`config.mk`:
```
export PLATFORM = sky130hd
export DESIGN_NAME = rms_fifo
export DESIGN_NICKNAME = d
export VERILOG_FILES = /design/src/hw/rtl/rms_pkg.sv /design/src/hw/rtl/rms_fifo.sv
export SDC_FILE = /design/constraint.sdc
export NUM_CORES = 1
export LEC_CHECK = 0
export CAP_MARGIN = 0
export CORE_ASPECT_RATIO = 0.7
export CORE_UTILIZATION = 65
export DETAILED_ROUTE_END_ITERATION = 16
export DONT_BUFFER_PORTS = 1
export PLACE_DENSITY = 0.83
export SYNTH_ARGS = -nofsm -noshare
export SYNTH_HDL_FRONTEND = slang
export SYNTH_SLANG_ARGS = --single-unit
```
`constraint.sdc`:
```
create_clock -name clk -period 3.8 [get_ports clk]
set_input_delay 0.76 -clock clk [delete_from_list [all_inputs] [get_ports clk]]
set_output_delay 0.76 -clock clk [all_outputs]
set_load 0.05 [all_outputs]
```
`src/hw/rtl/rms_pkg.sv`:
```
// Shared types and constants of the rolling median smoother.
package rms_pkg;

  localparam int SAMPLE_BITS       = 24;
  localparam int HALF_BITS         = 3;
  localparam int REP_BITS          = 4;
  localparam int MAX_HALF_DEFAULT  = 7;
  localparam int QUEUE_DEPTH_DEFAULT = 4;
  localparam logic [HALF_BITS-1:0] HALF_RESET = 3'd6;

  typedef logic signed [SAMPLE_BITS-1:0] sample_t;

  typedef struct packed {
    sample_t sample;
    logic    last_sample;
  } item_t;

  typedef struct packed {
    sample_t filtered;
    logic    run_end;
    logic    sweep_end;
    logic    short_sweep;
  } result_t;

  // One queued job: a median to be repeated or a single raw point.
  typedef struct packed {
    sample_t               value;
    logic [HALF_BITS-1:0]  half;
    logic                  first;
    logic                  run_end;
    logic                  sweep_end;
    logic                  short_sweep;
  } entry_t;

endpackage

```
`src/hw/rtl/rms_fifo.sv`:
```
// Small job queue between the front and back parts.
module rms_fifo #(
  parameter int DEPTH = rms_pkg::QUEUE_DEPTH_DEFAULT
) (
  input  logic            clk,
  input  logic            rst,
  input  logic            push,
  input  rms_pkg::entry_t wr_entry,
  output logic            full,
  input  logic            pop,
  output rms_pkg::entry_t rd_entry,
  output logic            rd_valid
);
  import rms_pkg::*;

  localparam int PTR_BITS = $clog2(DEPTH);
  localparam int CNT_BITS = $clog2(DEPTH + 1);

  entry_t              slots [DEPTH];
  logic [PTR_BITS-1:0] wr_ptr;
  logic [PTR_BITS-1:0] rd_ptr;
  logic [CNT_BITS-1:0] count;

  assign full     = (count == CNT_BITS'(DEPTH));
  assign rd_valid = (count != '0);
  assign rd_entry = slots[rd_ptr];

  always_ff @(posedge clk) begin
    if (rst) begin
      wr_ptr <= '0;
      rd_ptr <= '0;
      count  <= '0;
    end else begin
      if (push) begin
        wr_ptr <= (wr_ptr == PTR_BITS'(DEPTH - 1)) ? '0 : wr_ptr + 1'b1;
      end
      if (pop) begin
        rd_ptr <= (rd_ptr == PTR_BITS'(DEPTH - 1)) ? '0 : rd_ptr + 1'b1;
      end
      unique case ({push, pop})
        2'b10:   count <= count + 1'b1;
        2'b01:   count <= count - 1'b1;
        default: count <= count;
      endcase
    end
  end

  always_ff @(posedge clk) begin
    if (push) begin
      slots[wr_ptr] <= wr_entry;
    end
  end

endmodule

```
== Word level (Yosys, flattened, before mapping) ==
Memory sizes are Yosys's and may differ from the RTL's. A register that Yosys moved wholly into a read port is not among the register bits.
Cells that the tools add are included.

* Flip-flop bits (word level): 7
* Bits in writable memories: 124
* Bits of input ports: 35
* Output and inout bits: 33
* Word-level logic and storage cells: 22
* Memories: 1

{| class="wikitable"
|+ Memory list
! memory !! words !! width !! read ports !! clocked after memory_dff !! write ports !! RTL line !! RTL
|-
| slots || 4 || 31 || 1 || 1 || 1 || rms_fifo.sv:19 || <nowiki>entry_t slots [DEPTH];</nowiki>
|}

* Add/subtract/negate cells: 4
* Eq/ne operators: 5
* Muxes and demuxes: 7
* Reductions and logical operators: 2

{| class="wikitable"
|+ Operator list
! operator !! count
|-
| $mux W2 || 4
|-
| $eq A2 B2 Y1 const B || 3
|-
| $pmux W3 S2 || 1
|-
| $add A2 B1 Y2 const B || 2
|-
| $add A3 B1 Y3 const B || 1
|-
| $eq A3 B3 Y1 const B || 1
|-
| $reduce_bool A3 Y1 || 1
|-
| $sub A3 B1 Y3 const B || 1
|-
| $eq A2 B1 Y1 const B || 1
|-
| $mux W1 || 2
|-
| $reduce_bool A2 Y1 || 1
|}

== Depth between registers and ports, before layout ==
* Word-level depth: 4
* Mapped depth: 6
* Gate-level depth less buffers: 6

== Least setup slack after synthesis ==
Ideal clock, no wire load.

* Path kind: reg2out
* Start point: register count[1]
* End point: output port full
* Arrival time: 1.497 ns
* Data required time: 3.040 ns
* Path slack: 1.543 ns
* Cell stages (with the launch flop): 2
* Buffers on the path: 0
* Cell sequence: dfxtp_1 nor3b_1

* Cells in the longest elaborated chain, start to end: 1

{| class="wikitable"
|+ Ends and longest elaborated chain
! what !! RTL line !! RTL
|-
| from (decl) || rms_fifo.sv:22 || <nowiki>logic [CNT_BITS-1:0] count;</nowiki>
|-
| from (signal assigned) || rms_fifo.sv:41 || <nowiki>2'b10: count <= count + 1'b1;</nowiki>
|-
| from (signal assigned) || rms_fifo.sv:42 || <nowiki>2'b01: count <= count - 1'b1;</nowiki>
|-
| from (signal assigned) || rms_fifo.sv:43 || <nowiki>default: count <= count;</nowiki>
|-
| $eq A3 B3 Y1 || rms_fifo.sv:24 || <nowiki>assign full = (count == CNT_BITS'(DEPTH));</nowiki>
|-
| to (decl) || rms_fifo.sv:9 || <nowiki>output logic full,</nowiki>
|}

No other way between the ends.

==> qor.yml <==
clocking:
  cts_root_buf: "clkbuf_8"
  post-cts-setup-buffer-count: 0
  clkLatencyLatePin_ns: 0.51
  cts_hold_buf: 0
  numCtsBuffers: 17
  cts.sinks: 133
  clkTransAtPathRegs_ns: 0.06
  post_cts_resized: 0
  cts_htree_levels: 4
  tritoncts: "done"
  cts_buffer_depth: 2
setup_path:
  critPathRequiredTime_ns: 3.04
  crit_chain: "buf_4 -> mux4_2"
  crit_fanout: 17
  crit_family: "multiplexers"
  crit_slowest_cell: "mux4_2"
  end_kind: "output pin"
  cp.arrival_ns: 2.35
  crit_buf_inv: 1
  start_kind: "flip-flop"
  slowest_delay_ns: 0.72
  critPathKind: "reg2out"
synthesis:
  synth_compound_area_share_pct: 0.4073
  synth-simple-area-share_pct: 1.680
  syn_inst: 205
  synth_top_family_by_area: "multiplexers"
  synth_top_area_share_pct: 75.76
  ys_seq_elements: 133
  syn_avg_cell_area_um2: 23.97
  synth_fp_nets: 247
  synth_seq_area_share_pct: 79.43
  synthAdderAreaFrac_pct: 1.935
  synth_warnings: 0
  synthMuxAreaShare_pct: 14.89
  synthTopCellsByArea: "edfxtp_1 (76%), mux4_2 (14%), dfxtp_1 (3.7%), ha_1 (1.5%), buf_6 (0.69%)"
  synth.distinct_cells: 18
  syn_area_mm2: 0.004915
  synth-xor-area-share_pct: 0.3564
  yosys.area.top_type: "edfxtp_1"
timing:
  min_period_ns: 3.112
  tightest_slew_ns: 0.8553
  max_freq_mhz: 321.4
  rsz0062_at_grt: "false"
  fin_ws_ns: 0.6885
  clock_skew_ns: 0.004125
  finalMaxSlewViolations: 0
  whs_ns: 0.3136
  finalSetupViolCount: 0
  fin_setup_tns_ns: 0
  fin_crit_sh_pct: 81.88
  max_slew_margin_pct: 42.73
  finalHoldViolations: 0
layout:
  register_area_mm2: 0.003905
  n_antenna_cell: 0
  synthToLayoutAreaGrowth_pct: 14.31
  drive_above_1_share_pct: 28.33
  most-common-layout-cells: "edfxtp_1 (124), mux4_2 (30), clkbuf_16 (16), dfxtp_1 (8)"
  fillers: 367
  nets: 262
  multi_input_area_um2: 957.2
  final_common_cell: "edfxtp_1"
  utilization_pct: 76.75
place:
  hpwlAfterDp_um: 4533
  pre_cts_ws_ns: 1.151
  gp_congestion: 0.7259
  port_buffers: 0
run_status:
  status: "complete, no violations"
power_and_ir_drop:
  power.density_mw_per_mm2: 652.0
  max-vdd-ir-drop_mv: 0.6408
  power_mw: 3.663
  p_int_mw: 2.812
  combPwrFrac_pct: 9.0
  pwr-share-seq_pct: 46.5
  p_clk_share_pct: 44.5
  netSwitchingFraction_pct: 23.23
  p_leak_nw: 1.820
  switchingPower_mw: 0.8510
routing:
  wl_um: 7829
  first_pass_iters: 4
  drt-initial-drc-count: 125
  route.detailed.drc: 0
  dr_wl_met3_um: 669
  final_antenna_net_count: 0
  top_layer_used: "met4"
  wire_per_inst_um: 23.65
  route.met2.wl_um: 4034
  via_count: 2042
  viasPerCell: 6.169
  drt-met1-wl_um: 2993
worst_hold_path:
  min-delay-path-class: "in2reg"
floorplanning:
  num_io_pins: 68
  rows: 26
  start_util_pct: 67.15
  die_area_mm2: 0.007918
  dieWidth_um: 105.9
  coreArea_mm2: 0.007320
  die_height_um: 74.75
global_route:
  grt_usage_pct: 21.78
  grt_max_degree: 32
  antenna_found_initial: 0
  grt_pass1_wl_um: 11640
  globalRoute.totalOverflow: 0
  grt_pass1_vias: 2187
job:
  drv_cap: 0
-- path summary, 6_finish.rpt --
check,startpoint,endpoint,slack (ns),cells after the start
max,flip-flop,rd_entry[28],0.69,2
min,rst,wr_ptr[0],0.31,1
max reg2reg,wr_ptr[0],slots[0][24],2.09,3
min reg2reg,count[2],count[2],0.51,2
-- through the flow --
step | instance area (um2) | std cells
floorplan | 4915 | 205
CTS | 5618 | 331
global route | 5618 | 331
global placement | 5015 | 299
detailed placement | 5015 | 299
finish | 5618 | 331
-- per-layer routing --
layer,global-route usage [%],up-vias
li1,-,886
met2,36.60,70
met1,23.75,1074
met4,12.35,0
met3,9.870,12
met5,0,-
-- final cells by class --
class	count	area share, %
clock buffer	18	7.439
clock inverter	14	3.296
inverter	4	0.2673
multi-input combinational	62	17.04
sequential	133	69.51
tap	98	2.183
timing repair buffer	2	0.2673
-- flip-flops by register name (all words and copies together), names as in the netlist, named ones only --
name	cells
rd_ptr	2
count	3
slots	124
wr_ptr	2
-- logic make-up (layout without fill, tap and decap cells) --
kind of cell / after synthesis / in the layout
AOI/OAI and AO/OA: 4 / 4
adders and majority gates: 7 / 7
buffers and inverters: 10 / 38
and+or+nand+nor: 15 / 15
muxes: 34 / 34
xor gates and xnor gates: 2 / 2
DFF: 133 / 133
-- Yosys cell counts --
library cell / n
ha_1: 6
dfxtp_1: 9
and2_1: 4
buf_6: 3
nor3b_1: 3
xnor2_1: 1
buf_2: 3
or3_1: 2
nor2_1: 6
xor2_1: 1
fa_1: 1
mux4_2: 30
mux4_1: 1
o21ai_0: 1
inv_1: 4
a21oi_1: 3
edfxtp_1: 124
mux2i_1: 3
-- power by group through the flow --
stage,sequential (mW),clock (mW),combinational [mW]
global route,1.71,1.70,0.345
finish,1.70,1.63,0.330
floorplan,1.71,0,0.312
global placement,1.73,0,0.323
CTS,1.70,1.65,0.334
detailed placement,1.73,0,0.332
No activity file was read; power rests on OpenSTA's default activity.
