<file path="config.mk">
export PLATFORM = sky130hd
export DESIGN_NAME = rms_back
export DESIGN_NICKNAME = d
export VERILOG_FILES = /design/src/hw/rtl/rms_pkg.sv /design/src/hw/rtl/rms_back.sv
export SDC_FILE = /design/constraint.sdc
export NUM_CORES = 1
export LEC_CHECK = 0
export ABC_AREA = 0
export BUFFER_PORTS_ARGS = -buffer_cell sky130_fd_sc_hd__clkbuf_2
export CELL_PAD_IN_SITES_DETAIL_PLACEMENT = 0
export CELL_PAD_IN_SITES_GLOBAL_PLACEMENT = 1
export CORE_MARGIN = 1
export CORE_UTILIZATION = 35
export CTS_CLUSTER_DIAMETER = 150
export DETAILED_ROUTE_END_ITERATION = 16
export PLACE_DENSITY_LB_ADDON = 0.1
export SETUP_SLACK_MARGIN = 0.15
export SLEW_MARGIN = 0
export SYNTH_ARGS = -nofsm -noshare
export SYNTH_HDL_FRONTEND = slang
export SYNTH_SLANG_ARGS = --single-unit
</file>
<file path="constraint.sdc">
create_clock -name clk -period 6.5 [get_ports clk]
set_clock_uncertainty 0.15 [all_clocks]
set_input_delay 0.975 -clock clk [delete_from_list [all_inputs] [get_ports clk]]
set_output_delay 0.975 -clock clk [all_outputs]
set_load 0.05 [all_outputs]
</file>
<file path="src/hw/rtl/rms_pkg.sv">
// Shared types and constants of the rolling median smoother.
package rms_pkg;

  localparam int SAMPLE_BITS       = 24;
  localparam int HALF_BITS         = 3;
  localparam int REP_BITS          = 4;
  localparam int MAX_HALF_DEFAULT  = 7;
  localparam int QUEUE_DEPTH_DEFAULT = 4;
  localparam logic [HALF_BITS-1:0] HALF_RESET = 3'd6;

  typedef logic signed [SAMPLE_BITS-1:0] sample_t;

  typedef struct packed {
    sample_t sample;
    logic    last_sample;
  } item_t;

  typedef struct packed {
    sample_t filtered;
    logic    run_end;
    logic    sweep_end;
    logic    short_sweep;
  } result_t;

  // One queued job: a median to be repeated or a single raw point.
  typedef struct packed {
    sample_t               value;
    logic [HALF_BITS-1:0]  half;
    logic                  first;
    logic                  run_end;
    logic                  sweep_end;
    logic                  short_sweep;
  } entry_t;

endpackage

</file>
<file path="src/hw/rtl/rms_back.sv">
// Back part: expands queued jobs into result words behind an output register.
module rms_back (
  input  logic             clk,
  input  logic             rst,
  input  rms_pkg::entry_t  head,
  input  logic             head_valid,
  output logic             pop,
  output logic             result_valid,
  input  logic             result_ready,
  output rms_pkg::result_t result
);
  import rms_pkg::*;

  entry_t              cur;
  logic                cur_valid;
  logic [REP_BITS-1:0] remaining;

  logic                final_rep;
  logic                out_take;
  logic [REP_BITS-1:0] base_reps;
  logic [REP_BITS-1:0] tail_reps;
  logic [REP_BITS-1:0] head_reps;

  // The first median also covers the leading border; a sweep's last median
  // also covers the trailing border.
  assign base_reps = head.first ? REP_BITS'(head.half) + 1'b1 : REP_BITS'(1);
  assign tail_reps = (head.sweep_end && !head.short_sweep) ? REP_BITS'(head.half) : '0;
  assign head_reps = base_reps + tail_reps;

  assign final_rep = (remaining == REP_BITS'(1));
  assign out_take  = cur_valid && result_ready;
  assign pop       = head_valid && (!cur_valid || (out_take && final_rep));

  assign result_valid       = cur_valid;
  assign result.filtered    = cur.value;
  assign result.run_end     = final_rep && cur.run_end;
  assign result.sweep_end   = final_rep && cur.sweep_end;
  assign result.short_sweep = cur.short_sweep;

  always_ff @(posedge clk) begin
    if (rst) begin
      cur_valid <= 1'b0;
      remaining <= '0;
    end else begin
      if (pop) begin
        cur_valid <= 1'b1;
        remaining <= head_reps;
      end else if (out_take) begin
        if (final_rep) begin
          cur_valid <= 1'b0;
        end else begin
          remaining <= remaining - 1'b1;
        end
      end
    end
  end

  always_ff @(posedge clk) begin
    if (pop) begin
      cur <= head;
    end
  end

endmodule

</file>
== Yosys cells after proc, flatten, opt, wreduce, memory -nomap -nowiden ==
Index checks and enable logic that the tools add are counted.
Word-level totals
  output and inout bits: 29
  register bits: 32
  logic and storage cells: 32
Operators by class
  mux-type cells: 8
  reductions and logical operators: 13
  equal/unequal tests: 2
  add/sub/neg operators: 3
Operator list (count)
  4-bit two-way mux: 4
  1-bit logical AND: 6
  3-bit by 1-bit adder with 4-bit output, second input constant: 1
  4-bit by 3-bit adder with 4-bit output: 1
  4-bit by 1-bit equality test with 1-bit output, second input constant: 1
  2-bit AND reduction: 2
  2-bit nonzero test: 2
  4-bit by 1-bit subtractor with 4-bit output, second input constant: 1
  1-bit two-way mux: 3
  3-bit two-way mux: 1
  1-bit logical NOT: 2
  2-bit inequality test, second input constant: 1
  1-bit logical OR: 1

== Longest topological paths before layout ==
Gate-level depths: netlist (run 1).
  depth in word-level cells: 6
  gate-level depth with buffers: 8
  depth with buffers taken out: 8

== Worst setup path before layout (run 1) ==
No wires, ideal clock.
  path kind: input-to-output
  start: input port result_ready
  end: output port pop
  arrival: 2.377 ns
  path slack: 2.998 ns
  stages on the path: 2
  path buffers: 0
  required time: 5.375 ns
  path through: nand4bb_1 > a21boi_2
Between the ends
  longest elaborated chain between the ends: 4
RTL lines
  from (decl): line rms_back.sv:9  | input logic result_ready,
  1-bit logical AND: line rms_back.sv:31  | assign out_take = cur_valid && result_ready;
  1-bit logical AND: line rms_back.sv:32  | assign pop = head_valid && (!cur_valid || (out_take && final_rep));
  1-bit logical OR: line rms_back.sv:32
  1-bit logical AND: line rms_back.sv:32
  to (decl): line rms_back.sv:7  | output logic pop,
Every way passes these cells.

==> impl_metrics.ini, run 1 <==
[route]
top_layer = met4
wl_per_cell_microns = 13.2
drt_first_iter_violations = 63
firstDrtPassIters = 4
routed_wirelength_mm = 2.79
wl_met1_microns = 979
vias_per_cell = 4.82
dr_wl_met2_mm = 1.51
wl_met3_microns = 232
route.detailed.drc = 0
ant_nets = 0
vias = 1022

[power]
irDropWorstVdd_v = 0.000110
clock_power_share_pct = 28.4
p_per_area_mw_per_mm2 = 268
seqPwrFrac_pct = 51.2
combPwrFrac_pct = 20.4
internal_power_w = 0.000341
sw_frac_of_total_pct = 29.3
switchingPower_w = 0.000141
p_leak_nw = 0.790

[synth]
synth_nets = 159
synthTopCellsByArea = edfxtp_1 (53%), buf_4 (12%), dfxtp_1 (6.6%), ha_1 (4.9%), and2_1 (2.9%)
synth_flop_cell = edfxtp_1
yosys.area_share.simple_pct = 13.7
ys_seq_area_share_pct = 59.7
synth_common_cells = edfxtp_1 (27), buf_4 (25), and2_1 (7), nor2_1 (7), ha_1 (6)
syn-mean-instance-area_sq_um = 13.0
synth-compound-area-share_pct = 4.76
yosysUniqueCellTypes = 34
synth_edf_count = 27
syn_area_sq_mm = 0.00153
synthMuxAreaShare_pct = 1.31
yosysWarnings = 0
synth_most_common_cell = edfxtp_1
yosysTopAreaCellShare_pct = 53.2
netlist_instances = 117
synth_xor_area_share_pct = 1.15
ys_ff_latch = 32
synth_area_leader_cell = edfxtp_1
synthArstFlopShare_pct = 0
synth_top_family_by_area = simple AND/OR/NAND/NOR gates
synth_fa_ha_area_share_pct = 6.23

[sta]
grt_setup_unrepaired = no
tightest_slew_ns = 0.676
setup_ws_ns = 3.37
setup_viol = 0
period_minus_slack_ns = 3.13
hold_violations = 0
slew_viol_final = 0
max_freq_mhz = 320
slew_headroom_pct = 54.8
setup_tns_ns = 0
period_share_pct = 48.1

[critical_path]
arrival_ns = 2.00
endpoint_kind = output port
startpoint_type = register
worstPathMaxFanout = 7
crit_start = remaining[0]
path_class = reg2out
r2r-start = remaining[0]
r2r_cells = 6
cp_data_required_time_ns = 5.37

[clock_tree]
clkSlewWorstSetupHoldPaths_ns = 0.06
cts_tree = done
clock_latency_ns = 0.27
ctsHoldBuffers = 0
clock-root-buffer = clkbuf_8
postCtsSetupBuffers = 0
postCtsResizedCells = 0
cts_buffers = 5
cts_buffer_depth = 2
clock-sinks = 32
htree_levels = 2

[run]
max_cap_violations = 0

[worst_hold_path]
hold_class = reg2reg
worstHoldStart = remaining[1]
hold_depth = 2

[cells_and_area]
seqCellArea_sq_um = 911
antenna_cells = 0
multiInputGateArea_sq_um = 422
areaGrowthSynthToFinish_pct = 18.2
drive_gt1_share_pct = 44.4
num-nets-final = 204
fillers = 393

[floorplan]
dieHeight_microns = 68.0
io_pins = 64
fp.dieW_microns = 68.0
start_util_pct = 37.3
die_area_sq_mm = 0.00463
coreArea_sq_mm = 0.00409
num_rows = 23

[placement]
gp_congestion = 0.842
dp_hpwl_mm = 2.18
port_buffers = 63
preCtsSetupSlack_ns = 3.52

[global_routing]
track_usage_pct = 13.5
grt_max_degree = 32
antenna_found_initial = 0
grt_pass1_wl_mm = 4.40
grt_remaining_overflow = 0
grt_pass1_vias = 996

[run_status]
status = completed
per-layer routing:
layer,GRT usage (%),up-vias
met5,0,-
met4,7.03,0
met3,4.67,6
met2,25.1,54
met1,12.8,477
li1,-,485
power groups by stage:
stage,combinational [W],sequential [W],clock (W)
finish,0.0000984,0.000247,0.000137
global placement,0.0000980,0.000251,0
global route,0.000107,0.000249,0.000151
detailed placement,0.0000993,0.000252,0
floorplan,0.0000809,0.000250,0
CTS,0.0000998,0.000247,0.000143
sequential cells by signal, indices dropped and copies added (netlist names):
register      cells
cur               2
result           25
remaining         4
result_valid      1
placed cells by master (no fill, tap or decap), drive strengths merged:
cell | synthesis | layout
or4 | 1 | 1
nor3b | 1 | 1
buf | 26 | 1
nor4 | 1 | 1
a21boi | 1 | 1
o21ai | 1 | 1
a21oi | 2 | 2
ha | 6 | 6
a21o | 1 | 1
o211ai | 1 | 1
a221oi | 1 | 1
o21a | 1 | 1
clkinv | 0 | 1
xor2 | 2 | 2
or3 | 1 | 1
or2 | 1 | 1
nand2b | 1 | 1
and4b | 1 | 1
nand3 | 5 | 5
inv | 2 | 2
mux2i | 2 | 2
nor2 | 7 | 7
fa | 1 | 1
a31oi | 1 | 1
nor2b | 2 | 2
nor4b | 1 | 1
nand4bb | 1 | 1
dfxtp | 5 | 5
edfxtp | 27 | 27
and2 | 7 | 7
nand4b | 1 | 1
a311oi | 1 | 1
nand2 | 4 | 4
nand4 | 1 | 1
clkbuf | 0 | 69
through the flow:
| step | total power (W) | hold WS (ns) | area (sq um) | utilization [%] | cells |
|---|---|---|---|---|---|
| 6_report | 0.000482 | 0.374 | 1800 | 44.1 | 212 |
| 5_1_grt | 0.000507 | 0.403 | 1800 | 44.1 | 212 |
| 2_1_floorplan | 0.000331 | 0.334 | 1530 | - | 117 |
| 4_1_cts | 0.000490 | 0.379 | 1800 | 44.1 | 212 |
| 3_3_place_gp | 0.000349 | 0.363 | 1730 | 42.2 | 205 |
| 3_5_place_dp | 0.000351 | 0.370 | 1730 | 42.2 | 205 |
worst paths after layout:
kind | end | slack (ns)
setup / recovery | result[1] | 3.37
hold / removal | remaining[1] | 0.37
setup reg to reg | remaining[3] | 4.45
hold reg to reg | remaining[1] | 0.37
logic make-up after synthesis:
kind of cell    after synthesis
compound gates               10
xor+xnor                      2
mux                           2
flops                        32
buf+inv                      28
fa+ha+maj                     7
simple gates                 36
worst max-delay path, cell delays in order (launching register included):
cell and delay [ns]:
dfxtp_1 0.43, ha_1 0.21, nor3b_1 0.58, and2_1 0.22, clkbuf_2 0.28
cell type report:
class                           instances  area share [%]
Multi-Input combinational cell         57            23.4
Inverter                                2           0.416
Sequential cell                        32            50.5
Clock buffer                            6            4.02
Tap cell                               50            3.47
Clock inverter                          1           0.278
Timing Repair Buffer                   64            17.9
Note: power is estimated with default switching activity, not from simulation.
==> run 2: changes to the inputs <==
clock period = 2.9 ns   (was 6.5 ns; I/O delays follow)
==> impl_metrics.ini, run 2 (synthesis results as in run 1) <==
[placement]
dp.cells = 205
port_buffers = 63
dp_hpwl_mm = 2.13
gp_congestion = 0.798
preCtsSetupSlack_ns = 0.687

[cells_and_area]
num-nets-final = 204
layout_commonest_cell = clkbuf_2
drive_gt1_share_pct = 44.8
layout_common_cells = clkbuf_2 (63), edfxtp_1 (27), and2_1 (7), nor2_1 (7), ha_1 (6)
largest_register_ffs = 25
antenna_cells = 0
final_cell_count_no_fill = 213
areaGrowthSynthToFinish_pct = 20.2

[floorplan]
num_rows = 23
coreArea_sq_mm = 0.00409
fp.dieW_microns = 68.0
io_pins = 64
start_util_pct = 37.3
dieHeight_microns = 68.0
die_area_sq_mm = 0.00463

[clock_tree]
postCtsResizedCells = 0
htree_levels = 2
clkSlewWorstSetupHoldPaths_ns = 0.06
cts_buffer_depth = 2
cts_buffers = 5
cts_tree = done
clock-root-buffer = clkbuf_8
ctsHoldBuffers = 0
clock_latency_ns = 0.28
postCtsSetupBuffers = 0
clock-sinks = 32

[critical_path]
cp_slowest_cell = nor3b_1
path_class = reg2out
endpoint_kind = output port
max_stage_delay_ns = 0.49
worstPathMaxFanout = 7
startpoint_type = register
arrival_ns = 1.91
cp_data_required_time_ns = 2.32
cp_cell_sequence = ha_1 -> nor3b_1 -> and2_1 -> clkbuf_2

[route]
firstDrtPassIters = 4
vias_per_cell = 4.55
route.detailed.drc = 0
vias = 970
drt_first_iter_violations = 71
ant_nets = 0
routed_wirelength_mm = 2.80
wl_per_cell_microns = 13.1

[sta]
grt_setup_unrepaired = no
hold_violations = 0
holdWs_ns = 0.174
period_share_pct = 85.9
slew_headroom_pct = 62.6
slew_viol_final = 0
max_freq_mhz = 401
setup_tns_ns = 0
setup_ws_ns = 0.408
tightest_slew_ns = 0.560
setup_viol = 0
period_minus_slack_ns = 2.49

[global_routing]
grt_pass1_wl_mm = 4.50
grt_remaining_overflow = 0
track_usage_pct = 13.9
grt_pass1_vias = 1007
grt_max_degree = 32
antenna_found_initial = 0

[worst_hold_path]
hold_class = in2reg

[run_status]
status = completed

[power]
p_total_w = 0.00119
p_per_area_mw_per_mm2 = 647
irDropWorstVdd_v = 0.000232
p_leak_nw = 0.804

[run]
max_cap_violations = 0
==> run 2: cell count changes in the layout (fill, tap and decap cells not counted), sizes merged <==
cell / change
bufinv: +1
==> run 2: worst paths after layout <==
check / slack (ns) / from / endpoint / cells after the start
min: 0.17 / head[28] / result[24] / 1
min reg2reg: 0.38 / remaining[1] / remaining[1] / 2
max: 0.41 / remaining[0] / result[1] / 4
max reg2reg: 0.85 / remaining[0] / remaining[1] / 6
==> run 2: critical path: cells and delay by family (launching register included) <==
family | cells | cell delay, ns
AND/OR/NAND/NOR | 2 | 0.69
adder cells (fa/ha/maj) | 1 | 0.22
flip-flops | 1 | 0.44
buffers and inverters | 1 | 0.27
==> run 2: layer usage <==
layer / up-vias / global-route usage [%] / routed length [microns]
li1: 486 / - / -
met1: 441 / 14.0 / 1130
met2: 37 / 24.4 / 1420
met3: 6 / 5.50 / 177
met4: 0 / 7.03 / 68
met5: - / 0 / 0
==> run 2: power breakdown <==
part | internal, W | switching [W]
Sequential | 0.000536 | 0.0000173
Clock | 0.000255 | 0.000159
Combinational | 0.0000655 | 0.000154
==> run 2: final cells by class <==
type                       count  area [sq um]
sequential                    32           911
clock buffer                   6          72.6
multi-input combinational     57           422
tap                           50          62.6
clock inverter                 2          35.0
timing repair buffer          64           323
fill                         406          2250
inverter                       2          7.51
==> run 2: per-stage QoR <==
stage	area, sq um	util, %
3_3_place_gp	1730	42.2
2_1_floorplan	1530	-
6_report	1830	44.9
4_1_cts	1830	44.9
5_1_grt	1830	44.9
3_5_place_dp	1730	42.2
==> run 3: changes to the inputs <==
clock period = 2.3 ns   (was 2.9 ns; I/O delays follow)
==> impl_metrics.ini, run 3 (synthesis results as in run 1) <==
[run_status]
status = completed

[cells_and_area]
areaGrowthSynthToFinish_pct = 21.4
fin_area_sq_mm = 0.00185
layout_common_cells = clkbuf_2 (62), edfxtp_1 (27), and2_1 (7), nor2_1 (7)
layout_commonest_cell = clkbuf_2
antenna_cells = 0
fillers = 395
drive_gt1_share_pct = 47.6
final_cell_count_no_fill = 214
num-nets-final = 206
largest_register_ffs = 25

[global_routing]
antenna_found_initial = 0
top_usage_layer = met2
grt_remaining_overflow = 0
grt_max_degree = 18
grtUsageMet1_pct = 14.4
grt_pass1_vias = 942
use_met2_pct = 23.3
grt_pass1_wl_mm = 4.36
track_usage_pct = 13.5
use_met3_pct = 5.33

[floorplan]
num_rows = 23
dieHeight_microns = 68.0
fp.dieW_microns = 68.0
die_area_sq_mm = 0.00463
coreArea_sq_mm = 0.00409
io_pins = 64
start_util_pct = 37.3

[clock_tree]
clkSlewWorstSetupHoldPaths_ns = 0.06
clock-sinks = 32
clock_latency_ns = 0.28
cts_buffers = 5
htree_levels = 2
cts_tree = done
ctsHoldBuffers = 0
postCtsResizedCells = 0
clock-root-buffer = clkbuf_8
cts_buffer_depth = 2
postCtsSetupBuffers = 0

[critical_path]
path_class = reg2out
cp_slowest_cell = dfxtp_2
cp_cell_sequence = ha_4 -> nor3b_1 -> buf_4 -> and2_1 -> clkbuf_2
worstPathMaxFanout = 7
startpoint_type = register
arrival_ns = 1.58
max_stage_delay_ns = 0.40
cp_data_required_time_ns = 1.80
endpoint_kind = output port

[power]
seqPwrFrac_pct = 50.5
p_total_w = 0.00139
internal_power_w = 0.000977
p_per_area_mw_per_mm2 = 749
p_leak_nw = 0.806
switchingPower_w = 0.000410
sw_frac_of_total_pct = 29.6
clock_power_share_pct = 28.4
irDropWorstVdd_v = 0.000267
combPwrFrac_pct = 21.1

[sta]
hold_violations = 0
tightest_slew_ns = 0.386
setup_ws_ns = 0.222
grt_setup_unrepaired = no
slew_viol_final = 0
period_minus_slack_ns = 2.08
max_freq_mhz = 481
setup_tns_ns = 0
period_share_pct = 90.4
setup_viol = 0
slew_headroom_pct = 74.3

[worst_hold_path]
hold_class = in2reg

[placement]
preCtsSetupSlack_ns = 0.233
gp_congestion = 0.745
port_buffers = 63
dp.cells = 207
place_area_sq_mm = 0.00177
dp_hpwl_mm = 2.16

[route]
vias = 981
ant_nets = 0
route.detailed.drc = 0
firstDrtPassIters = 4
vias_per_cell = 4.58
drt_first_iter_violations = 80
wl_per_cell_microns = 13.1
routed_wirelength_mm = 2.81

[run]
max_cap_violations = 0
[run 3: final cells by class]
class	count	area (sq um)	share of cell area (%)
Inverter	2	7.51	0.405
Clock buffer	6	72.6	3.92
Timing Repair Buffer	66	357	19.3
Tap cell	50	62.6	3.38
Multi-Input combinational cell	57	434	23.4
Clock inverter	1	5.00	0.270
Sequential cell	32	913	49.3
[run 3: path summary, 6_finish.rpt]
check,startpoint,endpoint,slack [ns],depth (start not counted)
hold reg to reg,remaining[1],remaining[1],0.37,2
setup / recovery,remaining[0],result[1],0.22,5
setup reg to reg,remaining[1],remaining[1],0.61,7
hold / removal,head[29],result[25],0.09,1
[run 3: worst max-delay path, delay by kind of cell (launching register included)]
kind / cells / cell delay [ns]
adders and majority gates: 1 / 0.16
buffers and inverters: 2 / 0.44
DFF: 1 / 0.40
and+or+nand+nor: 2 / 0.31
[run 3: per-stage QoR]
step	util [%]	hold slack, ns
after floorplan	-	0.260
after global placement	43.3	0.361
after detailed placement	43.3	0.362
after CTS	45.2	0.0799
after global routing	45.3	0.0723
final	45.3	0.0875
[run 3: layer usage]
layer | share of wire [%] | up-vias
li1 | - | 489
met1 | 40 | 450
met2 | 51 | 40
met3 | 8.0 | 2
met4 | 0.96 | 0
met5 | 0 | -
[run 3: power by group through the flow]
stage | clock network, W | logic [W] | registers [W]
final | 0.000394 | 0.000293 | 0.000700
after global routing | 0.000444 | 0.000317 | 0.000705
after CTS | 0.000406 | 0.000297 | 0.000700
after detailed placement | 0 | 0.000296 | 0.000713
after global placement | 0 | 0.000292 | 0.000711
after floorplan | 0 | 0.000234 | 0.000709
